$ cat src/hw/rtl/sida_pkg.sv
// ----------------------------------------------------------------------------
// sida_pkg
// Shared widths and character codes for the signed decimal text unit.
// ----------------------------------------------------------------------------
package sida_pkg;

	localparam int VALUE_W   = 32;
	localparam int CHAR_W    = 8;
	localparam int DIGIT_W   = 4;
	localparam int STEP_BITS = 8;
	localparam int DABBLE_STAGES = VALUE_W / STEP_BITS;

	localparam logic [CHAR_W-1:0] CHAR_MINUS = 8'h2D;
	localparam logic [CHAR_W-1:0] CHAR_ZERO  = 8'd48;

	localparam logic [DIGIT_W-1:0] DABBLE_LIMIT  = 4'd5;
	localparam logic [DIGIT_W-1:0] DABBLE_ADJUST = 4'd3;

endpackage

$ cat src/hw/rtl/sida_dabble_stage.sv
// ----------------------------------------------------------------------------
// sida_dabble_stage
// One registered stage of the binary to bcd shift-and-add-3 conversion.
// ----------------------------------------------------------------------------
module sida_dabble_stage import sida_pkg::*; #(
	parameter int NDIG = 10
) (
	input  logic                    clk,
	input  logic                    arst_n,
	input  logic                    in_valid,
	output logic                    in_stall,
	input  logic                    in_neg,
	input  logic [DIGIT_W*NDIG-1:0] in_bcd,
	input  logic [VALUE_W-1:0]      in_bin,
	output logic                    out_valid,
	input  logic                    out_stall,
	output logic                    out_neg,
	output logic [DIGIT_W*NDIG-1:0] out_bcd,
	output logic [VALUE_W-1:0]      out_bin
);

	localparam int BCD_W = DIGIT_W * NDIG;

	logic              valid_sn;
	logic              neg_sn;
	logic [BCD_W-1:0]  bcd_sn;
	logic [VALUE_W-1:0] bin_sn;
	logic [BCD_W-1:0]  bcd_c;
	logic [VALUE_W-1:0] bin_c;

	assign in_stall = valid_sn && out_stall;

	always_comb begin
		bcd_c = in_bcd;
		bin_c = in_bin;
		for (int s = 0; s < STEP_BITS; s++) begin
			for (int d = 0; d < NDIG; d++) begin
				if (bcd_c[DIGIT_W*d +: DIGIT_W] >= DABBLE_LIMIT) begin
					bcd_c[DIGIT_W*d +: DIGIT_W] = bcd_c[DIGIT_W*d +: DIGIT_W] + DABBLE_ADJUST;
				end
			end
			bcd_c = {bcd_c[BCD_W-2:0], bin_c[VALUE_W-1]};
			bin_c = {bin_c[VALUE_W-2:0], 1'b0};
		end
	end

	always_ff @(posedge clk or negedge arst_n) begin
		if (!arst_n) begin
			valid_sn <= 1'b0;
		end else if (!in_stall) begin
			valid_sn <= in_valid;
		end
	end

	always_ff @(posedge clk) begin
		if (!in_stall && in_valid) begin
			neg_sn <= in_neg;
			bcd_sn <= bcd_c;
			bin_sn <= bin_c;
		end
	end

	assign out_valid = valid_sn;
	assign out_neg   = neg_sn;
	assign out_bcd   = bcd_sn;
	assign out_bin   = bin_sn;

endmodule

$ cat src/hw/rtl/sida_serializer.sv
// ----------------------------------------------------------------------------
// sida_serializer
// Holds one converted value and sends its text one character per cycle while out_stall is low.
// ----------------------------------------------------------------------------
module sida_serializer import sida_pkg::*; #(
	parameter int NDIG = 10
) (
	input  logic                    clk,
	input  logic                    arst_n,
	input  logic                    in_valid,
	output logic                    in_stall,
	input  logic                    in_neg,
	input  logic [DIGIT_W*NDIG-1:0] in_bcd,
	output logic                    out_valid,
	input  logic                    out_stall,
	output logic [CHAR_W-1:0]       out_char,
	output logic                    out_last
);

	localparam int BCD_W = DIGIT_W * NDIG;
	localparam int IDX_W = $clog2(NDIG);

	logic               busy_q;
	logic               sign_q;
	logic [IDX_W-1:0]   idx_q;
	logic [BCD_W-1:0]   bcd_q;
	logic [IDX_W-1:0]   top_c;
	logic               finish;
	logic               load;
	logic [DIGIT_W-1:0] digit;

	// highest nonzero digit, zero itself prints one digit
	always_comb begin
		top_c = '0;
		for (int d = 0; d < NDIG; d++) begin
			if (in_bcd[DIGIT_W*d +: DIGIT_W] != '0) begin
				top_c = IDX_W'(d);
			end
		end
	end

	assign finish   = !sign_q && (idx_q == '0);
	assign in_stall = busy_q && !(finish && !out_stall);
	assign load     = in_valid && !in_stall;

	always_ff @(posedge clk or negedge arst_n) begin
		if (!arst_n) begin
			busy_q <= 1'b0;
			sign_q <= 1'b0;
			idx_q  <= '0;
		end else if (load) begin
			busy_q <= 1'b1;
			sign_q <= in_neg;
			idx_q  <= top_c;
		end else if (busy_q && !out_stall) begin
			if (sign_q) begin
				sign_q <= 1'b0;
			end else if (idx_q == '0) begin
				busy_q <= 1'b0;
			end else begin
				idx_q <= idx_q - 1'b1;
			end
		end
	end

	always_ff @(posedge clk) begin
		if (load) begin
			bcd_q <= in_bcd;
		end
	end

	assign digit     = bcd_q[DIGIT_W*idx_q +: DIGIT_W];
	assign out_valid = busy_q;
	assign out_char  = sign_q ? CHAR_MINUS : (CHAR_ZERO + {{(CHAR_W-DIGIT_W){1'b0}}, digit});
	assign out_last  = finish;

endmodule

$ cat src/hw/rtl/signed_int_to_decimal_ascii_unit.sv
// ----------------------------------------------------------------------------
// signed_int_to_decimal_ascii_unit
// Prints a signed 32-bit value as decimal ascii text, one character per item.
// ----------------------------------------------------------------------------
//  channel | valid       | stall       | payload
//  value   | value_valid | value_stall | value[31:0] signed
//  char    | char_valid  | char_stall  | ascii_char[7:0], last_char
//
//  a value reaches its first character through one sign/magnitude stage,
//  four bcd stages of eight shifts each, and one load into the serializer
//  a value then gives 1 to 11 characters, one per cycle while char_stall is low;
//  the next value loads as the last character leaves, so text runs back to back
//  stall on the char channel holds the serializer and backs up every stage
//  reset clears only the valid and sequencing flags
// ----------------------------------------------------------------------------
module signed_int_to_decimal_ascii_unit import sida_pkg::*; #(
	parameter int MAX_DIGITS = 10
) (
	input  logic               clk,
	input  logic               arst_n,
	input  logic               value_valid,
	output logic               value_stall,
	input  logic signed [VALUE_W-1:0] value,
	output logic               char_valid,
	input  logic               char_stall,
	output logic [CHAR_W-1:0]  ascii_char,
	output logic               last_char
);

	localparam int BCD_W = DIGIT_W * MAX_DIGITS;

	logic               valid_s1;
	logic               neg_s1;
	logic [VALUE_W-1:0] mag_s1;

	logic               st_valid [DABBLE_STAGES+1];
	logic               st_stall [DABBLE_STAGES+1];
	logic               st_neg   [DABBLE_STAGES+1];
	logic [BCD_W-1:0]   st_bcd   [DABBLE_STAGES+1];
	logic [VALUE_W-1:0] st_bin   [DABBLE_STAGES+1];

	assign value_stall = valid_s1 && st_stall[0];

	always_ff @(posedge clk or negedge arst_n) begin
		if (!arst_n) begin
			valid_s1 <= 1'b0;
		end else if (!value_stall) begin
			valid_s1 <= value_valid;
		end
	end

	// the most negative value gives 0x80000000, exact as unsigned
	always_ff @(posedge clk) begin
		if (!value_stall && value_valid) begin
			neg_s1 <= value[VALUE_W-1];
			mag_s1 <= value[VALUE_W-1] ? (~value + 1'b1) : value;
		end
	end

	assign st_valid[0] = valid_s1;
	assign st_neg[0]   = neg_s1;
	assign st_bcd[0]   = '0;
	assign st_bin[0]   = mag_s1;

	for (genvar g = 0; g < DABBLE_STAGES; g++) begin : g_dabble
		sida_dabble_stage #(
			.NDIG (MAX_DIGITS)
		) u_stage (
			.clk       (clk),
			.arst_n    (arst_n),
			.in_valid  (st_valid[g]),
			.in_stall  (st_stall[g]),
			.in_neg    (st_neg[g]),
			.in_bcd    (st_bcd[g]),
			.in_bin    (st_bin[g]),
			.out_valid (st_valid[g+1]),
			.out_stall (st_stall[g+1]),
			.out_neg   (st_neg[g+1]),
			.out_bcd   (st_bcd[g+1]),
			.out_bin   (st_bin[g+1])
		);
	end

	sida_serializer #(
		.NDIG (MAX_DIGITS)
	) u_ser (
		.clk       (clk),
		.arst_n    (arst_n),
		.in_valid  (st_valid[DABBLE_STAGES]),
		.in_stall  (st_stall[DABBLE_STAGES]),
		.in_neg    (st_neg[DABBLE_STAGES]),
		.in_bcd    (st_bcd[DABBLE_STAGES]),
		.out_valid (char_valid),
		.out_stall (char_stall),
		.out_char  (ascii_char),
		.out_last  (last_char)
	);

	a_sign_not_last: assert property (@(posedge clk) disable iff (!arst_n)
		char_valid && (ascii_char == CHAR_MINUS) |-> !last_char)
		else $error("minus sign flagged as last character");

	a_digit_range: assert property (@(posedge clk) disable iff (!arst_n)
		char_valid && (ascii_char != CHAR_MINUS) |->
		(ascii_char >= CHAR_ZERO) && (ascii_char <= CHAR_ZERO + 8'd9))
		else $error("character is neither sign nor digit");

	a_run_no_gap: assert property (@(posedge clk) disable iff (!arst_n)
		char_valid && !char_stall && !last_char |=> char_valid)
		else $error("gap inside a character run");

endmodule
$ cat config.mk
export PLATFORM = sky130hd
export DESIGN_NAME = signed_int_to_decimal_ascii_unit
export DESIGN_NICKNAME = d
export VERILOG_FILES = /design/src/hw/rtl/sida_pkg.sv /design/src/hw/rtl/sida_dabble_stage.sv /design/src/hw/rtl/sida_serializer.sv /design/src/hw/rtl/signed_int_to_decimal_ascii_unit.sv
export SDC_FILE = /design/constraint.sdc
export NUM_CORES = 1
export LEC_CHECK = 0
export BUFFER_PORTS_ARGS = -buffer_cell sky130_fd_sc_hd__buf_2
export CORE_MARGIN = 1.5
export CORE_UTILIZATION = 50
export CTS_CLUSTER_DIAMETER = 150
export CTS_CLUSTER_SIZE = 25
export DETAILED_ROUTE_END_ITERATION = 6
export PLACE_DENSITY = 0.71
export SKIP_LAST_GASP = 1
export SLEW_MARGIN = 20
export SYNTH_ARGS = -nofsm -noshare
export SYNTH_HDL_FRONTEND = slang
export SYNTH_SLANG_ARGS = --single-unit
export TNS_END_PERCENT = 50
$ cat constraint.sdc
create_clock -name clk -period 13.3 [get_ports clk]
set_clock_uncertainty 0.05 [all_clocks]
set_input_delay 2.66 -clock clk [delete_from_list [all_inputs] [get_ports clk]]
set_output_delay 2.66 -clock clk [all_outputs]
set_load 0.05 [all_outputs]
# [Yosys cells after proc, flatten, opt, wreduce, memory -nomap -nowiden]
# Cells that the tools add are included.
[totals] reg_bits=284 input_bits=36 out_inout_bits=11 wordCells=885
[op_classes] addsub=268 magnitude_cmp=265 eq_ne=2 shift=1 mux=286 bitwise_logic=1 reduce_logical=38
[op_table] op="4-bit by 3-bit greater-or-equal comparator with 1-bit output (second input constant)" n=255
[op_table] op="4-bit two-way mux" n=254
[op_table] op="4-bit by 2-bit adder with 4-bit output (second input constant)" n=234
[op_table] op="3-bit two-way mux" n=22
[op_table] op="3-bit by 2-bit adder with 3-bit output (second input constant)" n=21
[op_table] op="40-bit by 7-bit indexed part select with 4-bit output" n=1
[op_table] op="4-bit nonzero test" n=9
[op_table] op="32-bit by 1-bit adder with 32-bit output (second input constant)" n=1
[op_table] op="32-bit inverter" n=1
[op_table] op="31-bit two-way mux" n=1
[op_table] op="1-bit by 2-bit adder with 3-bit output (second input constant)" n=9
[op_table] op="1-bit by 3-bit greater-or-equal comparator with 1-bit output (second input constant)" n=9
[op_table] op="1-bit logical AND" n=15
[op_table] op="1-bit zero test" n=9
[op_table] op="1-bit two-way mux" n=8
[op_table] op="8-bit two-way mux" n=1
[op_table] op="6-bit by 4-bit adder with 7-bit output (first input constant)" n=1
[op_table] op="3-bit AND reduction" n=2
[op_table] op="4-bit zero test" n=1
[op_table] op="2-bit nonzero test" n=2
[op_table] op="4-bit by 1-bit subtractor with 4-bit output (second input constant)" n=1
[op_table] op="1-bit by 2-bit adder with 3-bit output (both inputs constant)" n=1
[op_table] op="1-bit by 3-bit greater-or-equal comparator with 1-bit output (both inputs constant)" n=1
[op_table] op="2-bit by 1-bit != test with 1-bit output (second input constant)" n=1
[op_table] op="2-bit != test (second input constant)" n=1

# [Depth between registers and ports, before layout]
# Gate-level depths: netlist of run 1.
[logic_depth] depth_word=16 depth_mapped=36 depth_no_buf=35

# [Modules after synthesis]
# Synthesis of run 1 repeated with hierarchy kept, for this count alone.
[hier_totals] hier_cells=7050 hier_area_um2=55912.4
[modules_own_cells] mod="sida_dabble_stage" instances=4 cells_each=1693 area_each_um2=12990.0 seq_area_each_um2=1976.9
[modules_own_cells] mod="sida_serializer" instances=1 cells_each=143 area_each_um2=2144.6 seq_area_each_um2=1351.3
[modules_own_cells] mod="signed_int_to_decimal_ascii_unit" instances=1 cells_each=135 area_each_um2=1808.0 seq_area_each_um2=1016.0

# [Worst setup path after synthesis of run 1]
# No wires, ideal clock.
[synth_timing] path_kind="reg2reg" from="register g_dabble[2].u_stage.bcd_sn[24]" to="register g_dabble[3].u_stage.bcd_sn[38] (data pin)" setup_time_ps=269 arrival_time_ps=6422 t_required_ps=12981 path_slack_ps=6559 path_stages_with_launch=33 path_buffers=0 synth_period_minus_slack_ps=6741 cell_sequence="edfxtp_1 -> inv_2 -> ha_1 -> and2b_1 -> or3_1 -> nand2_1 -> ha_1 -> o221ai_1 -> a21boi_1 -> a21oi_1 -> xnor2_1 -> nand2b_1 -> ha_1 -> a21oi_1 -> xnor3_1 -> inv_1 -> ha_1 -> nor3_1 -> a21oi_1 -> a211oi_1 -> o211ai_1 -> and2_1 -> nand2_1 -> xnor2_1 -> ha_1 -> inv_1 -> ha_1 -> a21oi_1 -> xnor2_1 -> ha_1 -> nand2b_1 -> a21oi_1 -> mux2i_1"
[synth_via] elab_chain_len=16 word_cells_on_any_way=60 cone_classes="add/sub (20); order compare (20); mux (20)"
[synth_lines] item="start, declared" line_no="sida_dabble_stage.sv:26" rtl="logic [BCD_W-1:0] bcd_sn;"
[synth_lines] item="start signal, assigned" line_no="sida_dabble_stage.sv:58" rtl="bcd_sn <= bcd_c;"
[synth_lines] item="4-bit by 2-bit adder with 4-bit output / 4-bit by 3-bit greater-or-equal comparator with 1-bit output (equally long branches)" line_no="sida_dabble_stage.sv:39, sida_dabble_stage.sv:38"
[synth_lines] item="4-bit two-way mux *" line_no="sida_dabble_stage.sv:38" rtl="if (bcd_c[DIGIT_W*d +: DIGIT_W] >= DABBLE_LIMIT) begin"
[synth_lines] item="4-bit by 2-bit adder with 4-bit output / 4-bit by 3-bit greater-or-equal comparator with 1-bit output (equally long branches)" line_no="sida_dabble_stage.sv:39, sida_dabble_stage.sv:38"
[synth_lines] item="4-bit two-way mux" line_no="sida_dabble_stage.sv:38"
[synth_lines] item="4-bit by 2-bit adder with 4-bit output / 4-bit by 3-bit greater-or-equal comparator with 1-bit output (equally long branches)" line_no="sida_dabble_stage.sv:39, sida_dabble_stage.sv:38"
[synth_lines] item="4-bit two-way mux" line_no="sida_dabble_stage.sv:38"
[synth_lines] item="4-bit by 2-bit adder with 4-bit output (tied with other cells)" line_no="sida_dabble_stage.sv:39" rtl="bcd_c[DIGIT_W*d +: DIGIT_W] = bcd_c[DIGIT_W*d +: DIGIT_W] + DABBLE_ADJUST;"
[synth_lines] item="4-bit two-way mux / 3-bit two-way mux (equally long branches)" line_no="sida_dabble_stage.sv:38"
[synth_lines] item="4-bit by 2-bit adder with 4-bit output (tied with other cells)" line_no="sida_dabble_stage.sv:39"
[synth_lines] item="4-bit two-way mux / 3-bit two-way mux (equally long branches)" line_no="sida_dabble_stage.sv:38"
[synth_lines] item="4-bit by 2-bit adder with 4-bit output (tied with other cells)" line_no="sida_dabble_stage.sv:39"
[synth_lines] item="4-bit two-way mux / 3-bit two-way mux (equally long branches)" line_no="sida_dabble_stage.sv:38"
[synth_lines] item="4-bit by 2-bit adder with 4-bit output (tied with other cells)" line_no="sida_dabble_stage.sv:39"
[synth_lines] item="4-bit two-way mux / 3-bit two-way mux (equally long branches)" line_no="sida_dabble_stage.sv:38"
[synth_lines] item="4-bit by 3-bit greater-or-equal comparator with 1-bit output / 3-bit by 2-bit adder with 3-bit output (equally long branches)" line_no="sida_dabble_stage.sv:38, sida_dabble_stage.sv:39"
[synth_lines] item="3-bit two-way mux *" line_no="sida_dabble_stage.sv:38"
[synth_lines] item="net g_dabble[3].u_stage.bcd_c[38]" line_no="sida_dabble_stage.sv:28" rtl="logic [BCD_W-1:0] bcd_c;"
[synth_lines] item="end signal, assigned" line_no="sida_dabble_stage.sv:58"
[synth_lines] item="end, declared" line_no="sida_dabble_stage.sv:26"
# Mark *: on every way through the listed nets, which the timed path passes. The rest lies on a longest branch.
# A chain may end at the register's enable or synchronous reset.

# [Worst setup path after layout of run 1]
# Ends and elaborated chain as after synthesis.

==> results.py, run 1 <==
metrics = {
    "outcome": {
        "outcome": "finished clean",
    },
    "yosys": {
        "ys_seq_area_share_pct": 25.4,
        "synth.distinct_cells": 132,
        "avgSynthCellArea_um2": 8.27,
        "synthCells": 3374,
        "async_flop_share_pct": 4.62,
        "synthesis.area_um2": 27900,
        "yosys_warnings": 0,
        "synth-main-ff-cell": "edfxtp_1",
        "synth-edff-count": 227,
        "yosys_register_bits": 238,
    },
    "final_layout": {
        "num_antenna_cells": 0,
        "multi_input_area_um2": 19600,
        "fillers": 5264,
        "drive_gt1_share_pct": 9.18,
        "area_growth_pct": 4.60,
        "nets": 3532,
        "seq_area_um2": 7090,
    },
    "cts": {
        "cts_tree": "built",
        "root_buffer": "clkbuf_16",
        "cts_setup_buffers": 0,
        "cts.path.max_buffers": 3,
        "clock_latency_ns": 0.54,
        "numCtsBuffers": 13,
        "clkTransAtPathRegs_ns": 0.11,
        "ctsHtreeMaxLevel": 1,
        "cts_resized": 0,
        "clkSinkCount": 238,
        "cts.hold.buffers_added": 0,
    },
    "setup_path": {
        "critPathSlowestCell": "edfxtp_1",
        "critPathKind": "flip-flop to flip-flop",
        "critPathMaxFanout": 8,
        "start_kind": "flip-flop",
        "required_ns": 13.48,
        "cpPeakStageDelay_ns": 0.51,
        "worstSetupEndpointType": "flip-flop",
        "cp_common_cell": "ha_1",
        "crit_arrival_ns": 7.73,
    },
    "drt": {
        "first_pass_iters": 6,
        "vias": 24300,
        "wl_per_cell_um": 13.3,
        "drc": 0,
        "drt_wl_total_um": 54700,
        "ant_nets": 0,
        "drt_iter0_drc": 1644,
        "vias_per_cell": 5.93,
    },
    "timing": {
        "worst_pin_slew_ns": 0.992,
        "finalSetupTns_ns": 0,
        "hold_viol": 0,
        "slew_headroom_pct": 33.2,
        "timing.fmax_mhz": 133,
        "min_period_ns": 7.54,
        "setup_viol_count_final": 0,
        "hold_ws_ns": 0.364,
        "drv_slew": 0,
        "period_share_pct": 56.7,
        "rsz0062_at_grt": "false",
    },
    "die": {
        "core_um2": 55100,
        "die_area_um2": 57200,
        "core.rowCount": 86,
        "die_w_um": 239,
        "initial_core_util_pct": 50.6,
        "io_pins": 47,
        "die_y_um": 239,
    },
    "global_routing": {
        "first_global_vias": 21100,
        "grt_pass1_wl_um": 94400,
        "antenna_found_initial": 0,
        "track_usage_pct": 18.5,
        "grt_start_max_net_pins": 42,
        "grt-ovfl-total": 0,
    },
    "run": {
        "cap_violations": 0,
    },
    "placed_design": {
        "finalWeightedCongestion": 0.844,
        "io_buffers": 43,
        "hpwl_um": 42000,
    },
    "hold_path": {
        "hold_path.class": "flip-flop to flip-flop",
    },
}
## placed cells by master (no fill, tap or decap), drive strengths merged, types with 19 or more instances in the layout
master     n
a21oi    231
buf       55
ha       149
a211oi    73
a31oi     43
nand3     87
edfxtp   227
a211o     25
nor2     266
o221ai    21
inv      215
a2bb2oi   22
nand2    295
mux2i    105
a21o      55
o211a     21
o21bai    23
and3      31
and2      49
a21boi    30
nor3      95
nor2b     36
nand2b    71
o31ai     34
mux2      77
or2       41
o21ai    265
or3       44
o21a      31
o22ai     35
o211ai    81
xnor2    102
xor2      27
clkbuf    19
## registers in the layout, summed over array words and instances, names as in the netlist
signal,flops
g_dabble.u_stage.out_bcd,102
g_dabble.u_stage.out_bin,48
u_ser.bcd_q,40
mag_s1,32
g_dabble.u_stage.out_neg,4
g_dabble.u_stage.out_valid,4
u_ser.idx_q,4
neg_s1,1
u_ser.out_valid,1
u_ser.sign_q,1
valid_s1,1
## layer usage
layer	vias up	wire length (um)	GRT usage, %
li1	12900	-	-
met4	0	510	2.51
met5	-	0	0
met1	11200	27700	26.3
met2	289	25000	31.2
met3	31	1510	1.71
## worst max-delay path, delay by kind of cell, from the launching register on
kind                       cells  cell delay [ns]
muxes                          1             0.10
AOI/OAI and AO/OA              9             2.37
xor gates and xnor gates       4             0.84
DFF                            1             0.51
adders and majority gates      7             1.53
buffers and inverters          3             0.18
and+or+nand+nor                8             1.65
## final cells by class
cell class / count / share of cell area [%]
Multi-Input combinational cell: 2820 / 67.2
Sequential cell: 238 / 24.3
Tap cell: 748 / 3.21
Inverter: 219 / 2.82
Clock buffer: 19 / 1.23
Timing Repair Buffer: 55 / 1.09
Clock inverter: 3 / 0.163
## synthesized netlist by cell type, types with 14 or more instances
cell	n	share of area, %
a21boi_0	22	0.59
a211o_1	24	0.75
nand3_1	87	1.6
inv_1	204	2.7
o31ai_1	32	0.86
nand4_1	15	0.34
o21ai_1	43	0.77
nand2b_1	71	1.6
ha_1	149	6.7
and2_1	46	1.0
buf_2	17	0.30
o211ai_1	74	2.0
and3_1	31	0.70
nor4_1	17	0.38
a221oi_1	14	0.44
mux2_2	74	3.0
a211oi_1	63	1.7
a2bb2oi_1	18	0.57
a22oi_1	17	0.46
o221ai_1	20	0.63
o21ai_0	218	3.9
nor2b_1	36	0.81
o21a_1	31	0.83
nor2_1	263	3.5
clkbuf_1	69	0.93
or3_1	43	0.96
nand2_1	293	3.9
nor3_1	92	1.7
nand3b_1	16	0.43
edfxtp_1	227	24
a21o_1	55	1.5
o2bb2ai_1	14	0.44
a21oi_1	226	4.1
or2_2	29	0.65
xor2_1	26	0.82
xnor2_1	97	3.0
o22ai_1	33	0.74
o211a_1	19	0.68
a31oi_1	42	0.94
mux2i_1	100	3.6
o21bai_1	23	0.62
## through the flow
| stage | area [um^2] | setup WS (ns) | cells | utilization [%] |
|---|---|---|---|---|
| 4_1_cts | 29200 | 5.71 | 4101 | 52.9 |
| 2_1_floorplan | 27900 | 6.56 | 3375 | - |
| 3_5_place_dp | 28800 | 5.77 | 4079 | 52.2 |
| 5_1_grt | 29200 | 5.05 | 4102 | 53.0 |
| 3_3_place_gp | 28800 | 5.96 | 4079 | 52.2 |
| 6_report | 29200 | 5.76 | 4102 | 53.0 |
## cell families (layout without fill, tap and decap cells)
logic type / Yosys count / in the layout / synth area share, %
other cells: 2 / 3 / 0.0269
buf+inv: 317 / 296 / 4.45
compound gates: 1217 / 1217 / 31.0
simple gates: 1120 / 1120 / 19.9
mux: 190 / 190 / 7.65
fa+ha+maj: 158 / 158 / 7.01
xor+xnor: 132 / 132 / 4.49
flops: 238 / 238 / 25.4
## worst paths after layout
kind	startpoint	endpoint	slack (ns)	cells past startpoint
setup reg to reg	g_dabble[2].u_stage.out_bcd[24]	g_dabble[3].u_stage.out_bcd[38]	5.76	32
hold reg to reg	mag_s1[14]	g_dabble[0].u_stage.out_bin[22]	0.36	0
setup / recovery	g_dabble[2].u_stage.out_bcd[24]	g_dabble[3].u_stage.out_bcd[38]	5.76	32
min in group asynchronous	arst_n	valid_s1	2.02	1
max in group asynchronous	arst_n	u_ser.idx_q[2]	10.87	1
hold / removal	mag_s1[14]	g_dabble[0].u_stage.out_bin[22]	0.36	0
Power of run 1 is left out: the tool's default activity adds up to more than one toggle a clock period on the data nets, which glitch-free logic cannot reach.
==> run 2: changes to the inputs <==
- PLACE_DENSITY: 0.71 -> 0.73
- clock period: 13.3 -> 6.7 ns (I/O delays scaled with it)
==> run 2 against run 1 <==
Net effect: the flow now finishes with violations (DRC); global-route usage up 0.50 points; sequential share of layout area decreased by 1.6 points; critical endpoint unchanged; worst setup slack lost 5.5 ns; flip-flop and latch count is the same; register-to-register slack got worse by 5.5 ns; fmax grew 16%; critical path depth stayed put; wire length increased by 5.8%; non-clock buffer count is 156 higher; first-iteration DRC count is 9.1% higher; clock-buffer cell count is 2 higher; die area unchanged.
==> results.py, run 2 (same netlist as run 1, synthesis figures left out) <==
metrics = {
    "drt": {
        "ant_nets": 0,
        "vias_per_cell": 5.93,
        "topRoutingLayerUsed": "met4",
        "wl_met2_um": 27000,
        "drc": 2,
        "drt_iter0_drc": 1793,
        "first_pass_iters": 7,
        "m1WireLength_um": 28500,
        "wl_per_cell_um": 13.6,
        "vias": 25300,
        "drt_wl_total_um": 57900,
        "met3_length_um": 1860,
    },
    "setup_path": {
        "crit_arrival_ns": 6.81,
        "r2r_end": "g_dabble[3].u_stage.out_bcd[38]",
        "required_ns": 7.02,
        "critPathSlowestCell": "or4_1",
        "cp-startpoint": "g_dabble[2].u_stage.out_bcd[21]",
        "reg2reg_from": "g_dabble[2].u_stage.out_bcd[21]",
        "critPathMaxFanout": 6,
        "start_kind": "flip-flop",
        "rrSetupSlack_ns": 0.21,
        "worstSetupEndpointType": "flip-flop",
        "cp_common_cell": "inv_2",
        "reg2regPathDepth": 32,
        "path_buf_inv": 6,
        "cp_top_family": "simple AND/OR/NAND/NOR gates",
        "crit_cells": 32,
        "cpPeakStageDelay_ns": 0.51,
        "critPathKind": "flip-flop to flip-flop",
        "critPathCapture": "g_dabble[3].u_stage.out_bcd[38]",
    },
    "timing": {
        "hold_viol": 0,
        "slew_headroom_pct": 35.1,
        "timing.fmax_mhz": 154,
        "worst_pin_slew_ns": 0.973,
        "rsz0062_at_grt": "true",
        "drv_slew": 0,
        "min_period_ns": 6.49,
        "finalSetupTns_ns": 0,
        "setup_viol_count_final": 0,
        "period_share_pct": 96.9,
        "setup_slack_ns": 0.210,
    },
    "global_routing": {
        "grt-ovfl-total": 0,
        "track_usage_pct": 19.0,
        "antenna_found_initial": 0,
        "first_global_vias": 21900,
        "grt_pass1_wl_um": 96800,
        "grt_start_max_net_pins": 42,
    },
    "outcome": {
        "outcome": "complete, but fails checks",
        "violations": "DRC",
    },
    "final_layout": {
        "largest_reg_flops": 102,
        "layout_commonest_cell": "nand2_1",
        "final_cell_mix": "nand2_1, nor2_1, edfxtp_1",
        "drive_gt1_share_pct": 17.5,
        "num_antenna_cells": 0,
        "nets": 3689,
        "area_growth_pct": 11.7,
        "stdcell_area_um2": 31200,
    },
    "run": {
        "cap_violations": 0,
    },
    "hold_path": {
        "hold_path.class": "flip-flop to flip-flop",
        "min_from": "mag_s1[2]",
        "whs_path_depth": 0,
    },
    "die": {
        "initial_core_util_pct": 50.6,
        "die_w_um": 239,
        "core.rowCount": 86,
        "die_y_um": 239,
        "core_um2": 55100,
        "die_area_um2": 57200,
        "io_pins": 47,
    },
    "placed_design": {
        "dp_slack_ns": -0.0822,
        "dpl_cell_area_um2": 29500,
        "finalWeightedCongestion": 0.858,
        "hpwl_um": 42700,
        "io_buffers": 43,
    },
    "cts": {
        "clkTransAtPathRegs_ns": 0.12,
        "ctsHtreeMaxLevel": 1,
        "numCtsBuffers": 14,
        "root_buffer": "clkbuf_16",
        "clkSinkCount": 238,
        "cts.hold.buffers_added": 0,
        "clock_latency_ns": 0.52,
        "cts_tree": "built",
        "cts.path.max_buffers": 3,
    },
}
## run 2: cell count changes in the layout (fill, tap and decap cells not counted), sizes merged
cell    change
inv         +2
clkbuf      +2
buf       +156
bufinv      -1
clkinv      -1
## run 2: worst min-delay path by stage
stage	end	slack (ns)
after floorplan	g_dabble[0].u_stage.out_bcd[0]	0.35
after global placement	g_dabble[1].u_stage.out_bin[18]	0.35
after detailed placement	g_dabble[0].u_stage.out_bin[10]	0.35
after CTS	g_dabble[2].u_stage.out_bin[25]	0.38
after global routing	g_dabble[1].u_stage.out_bin[16]	0.38
final	g_dabble[0].u_stage.out_bin[10]	0.37
## run 2: worst register-to-register path: cells and delay by family, from the launching register on
family                   cells  cell delay (ns)
XOR/XNOR                     1             0.14
flip-flops                   1             0.42
adder cells (fa/ha/maj)      5             0.84
AND/OR/NAND/NOR             12             2.56
buffers and inverters        6             0.38
AO/OA/AOI/OAI                7             1.73
multiplexers                 1             0.21
## run 2: stage by stage
step | hold WS, ns | util [%] | std cells
final | 0.373 | 56.6 | 4260
after global routing | 0.381 | 56.6 | 4260
after detailed placement | 0.355 | 53.6 | 4180
after floorplan | 0.350 | - | 3375
after CTS | 0.376 | 54.4 | 4205
after global placement | 0.351 | 53.6 | 4180
## run 2: cell type report
| class | instances | area (um^2) |
|---|---|---|
| clock inverter | 3 | 42.5 |
| sequential | 238 | 7090 |
| inverter | 219 | 822 |
| timing repair buffer | 211 | 1490 |
| clock buffer | 21 | 398 |
| fill | 5012 | 23900 |
| tap | 748 | 936 |
| multi-input combinational | 2820 | 20400 |
## run 2: timing repair
| action | CTS | global route |
|---|---|---|
| buffers inserted | 1 | 54 |
| setup endpoints to repair | 7 | 76 |
| pin swaps | 2 | 64 |
| gates resized for setup | 4 | 176 |
## run 2: routing by layer
metal / track usage (%) / up-vias
li1: - / 13200
met1: 27.0 / 11700
met2: 32.2 / 394
met3: 1.88 / 34
met4: 2.30 / 0
met5: 0 / -
Power of run 2 is left out for the same reason.
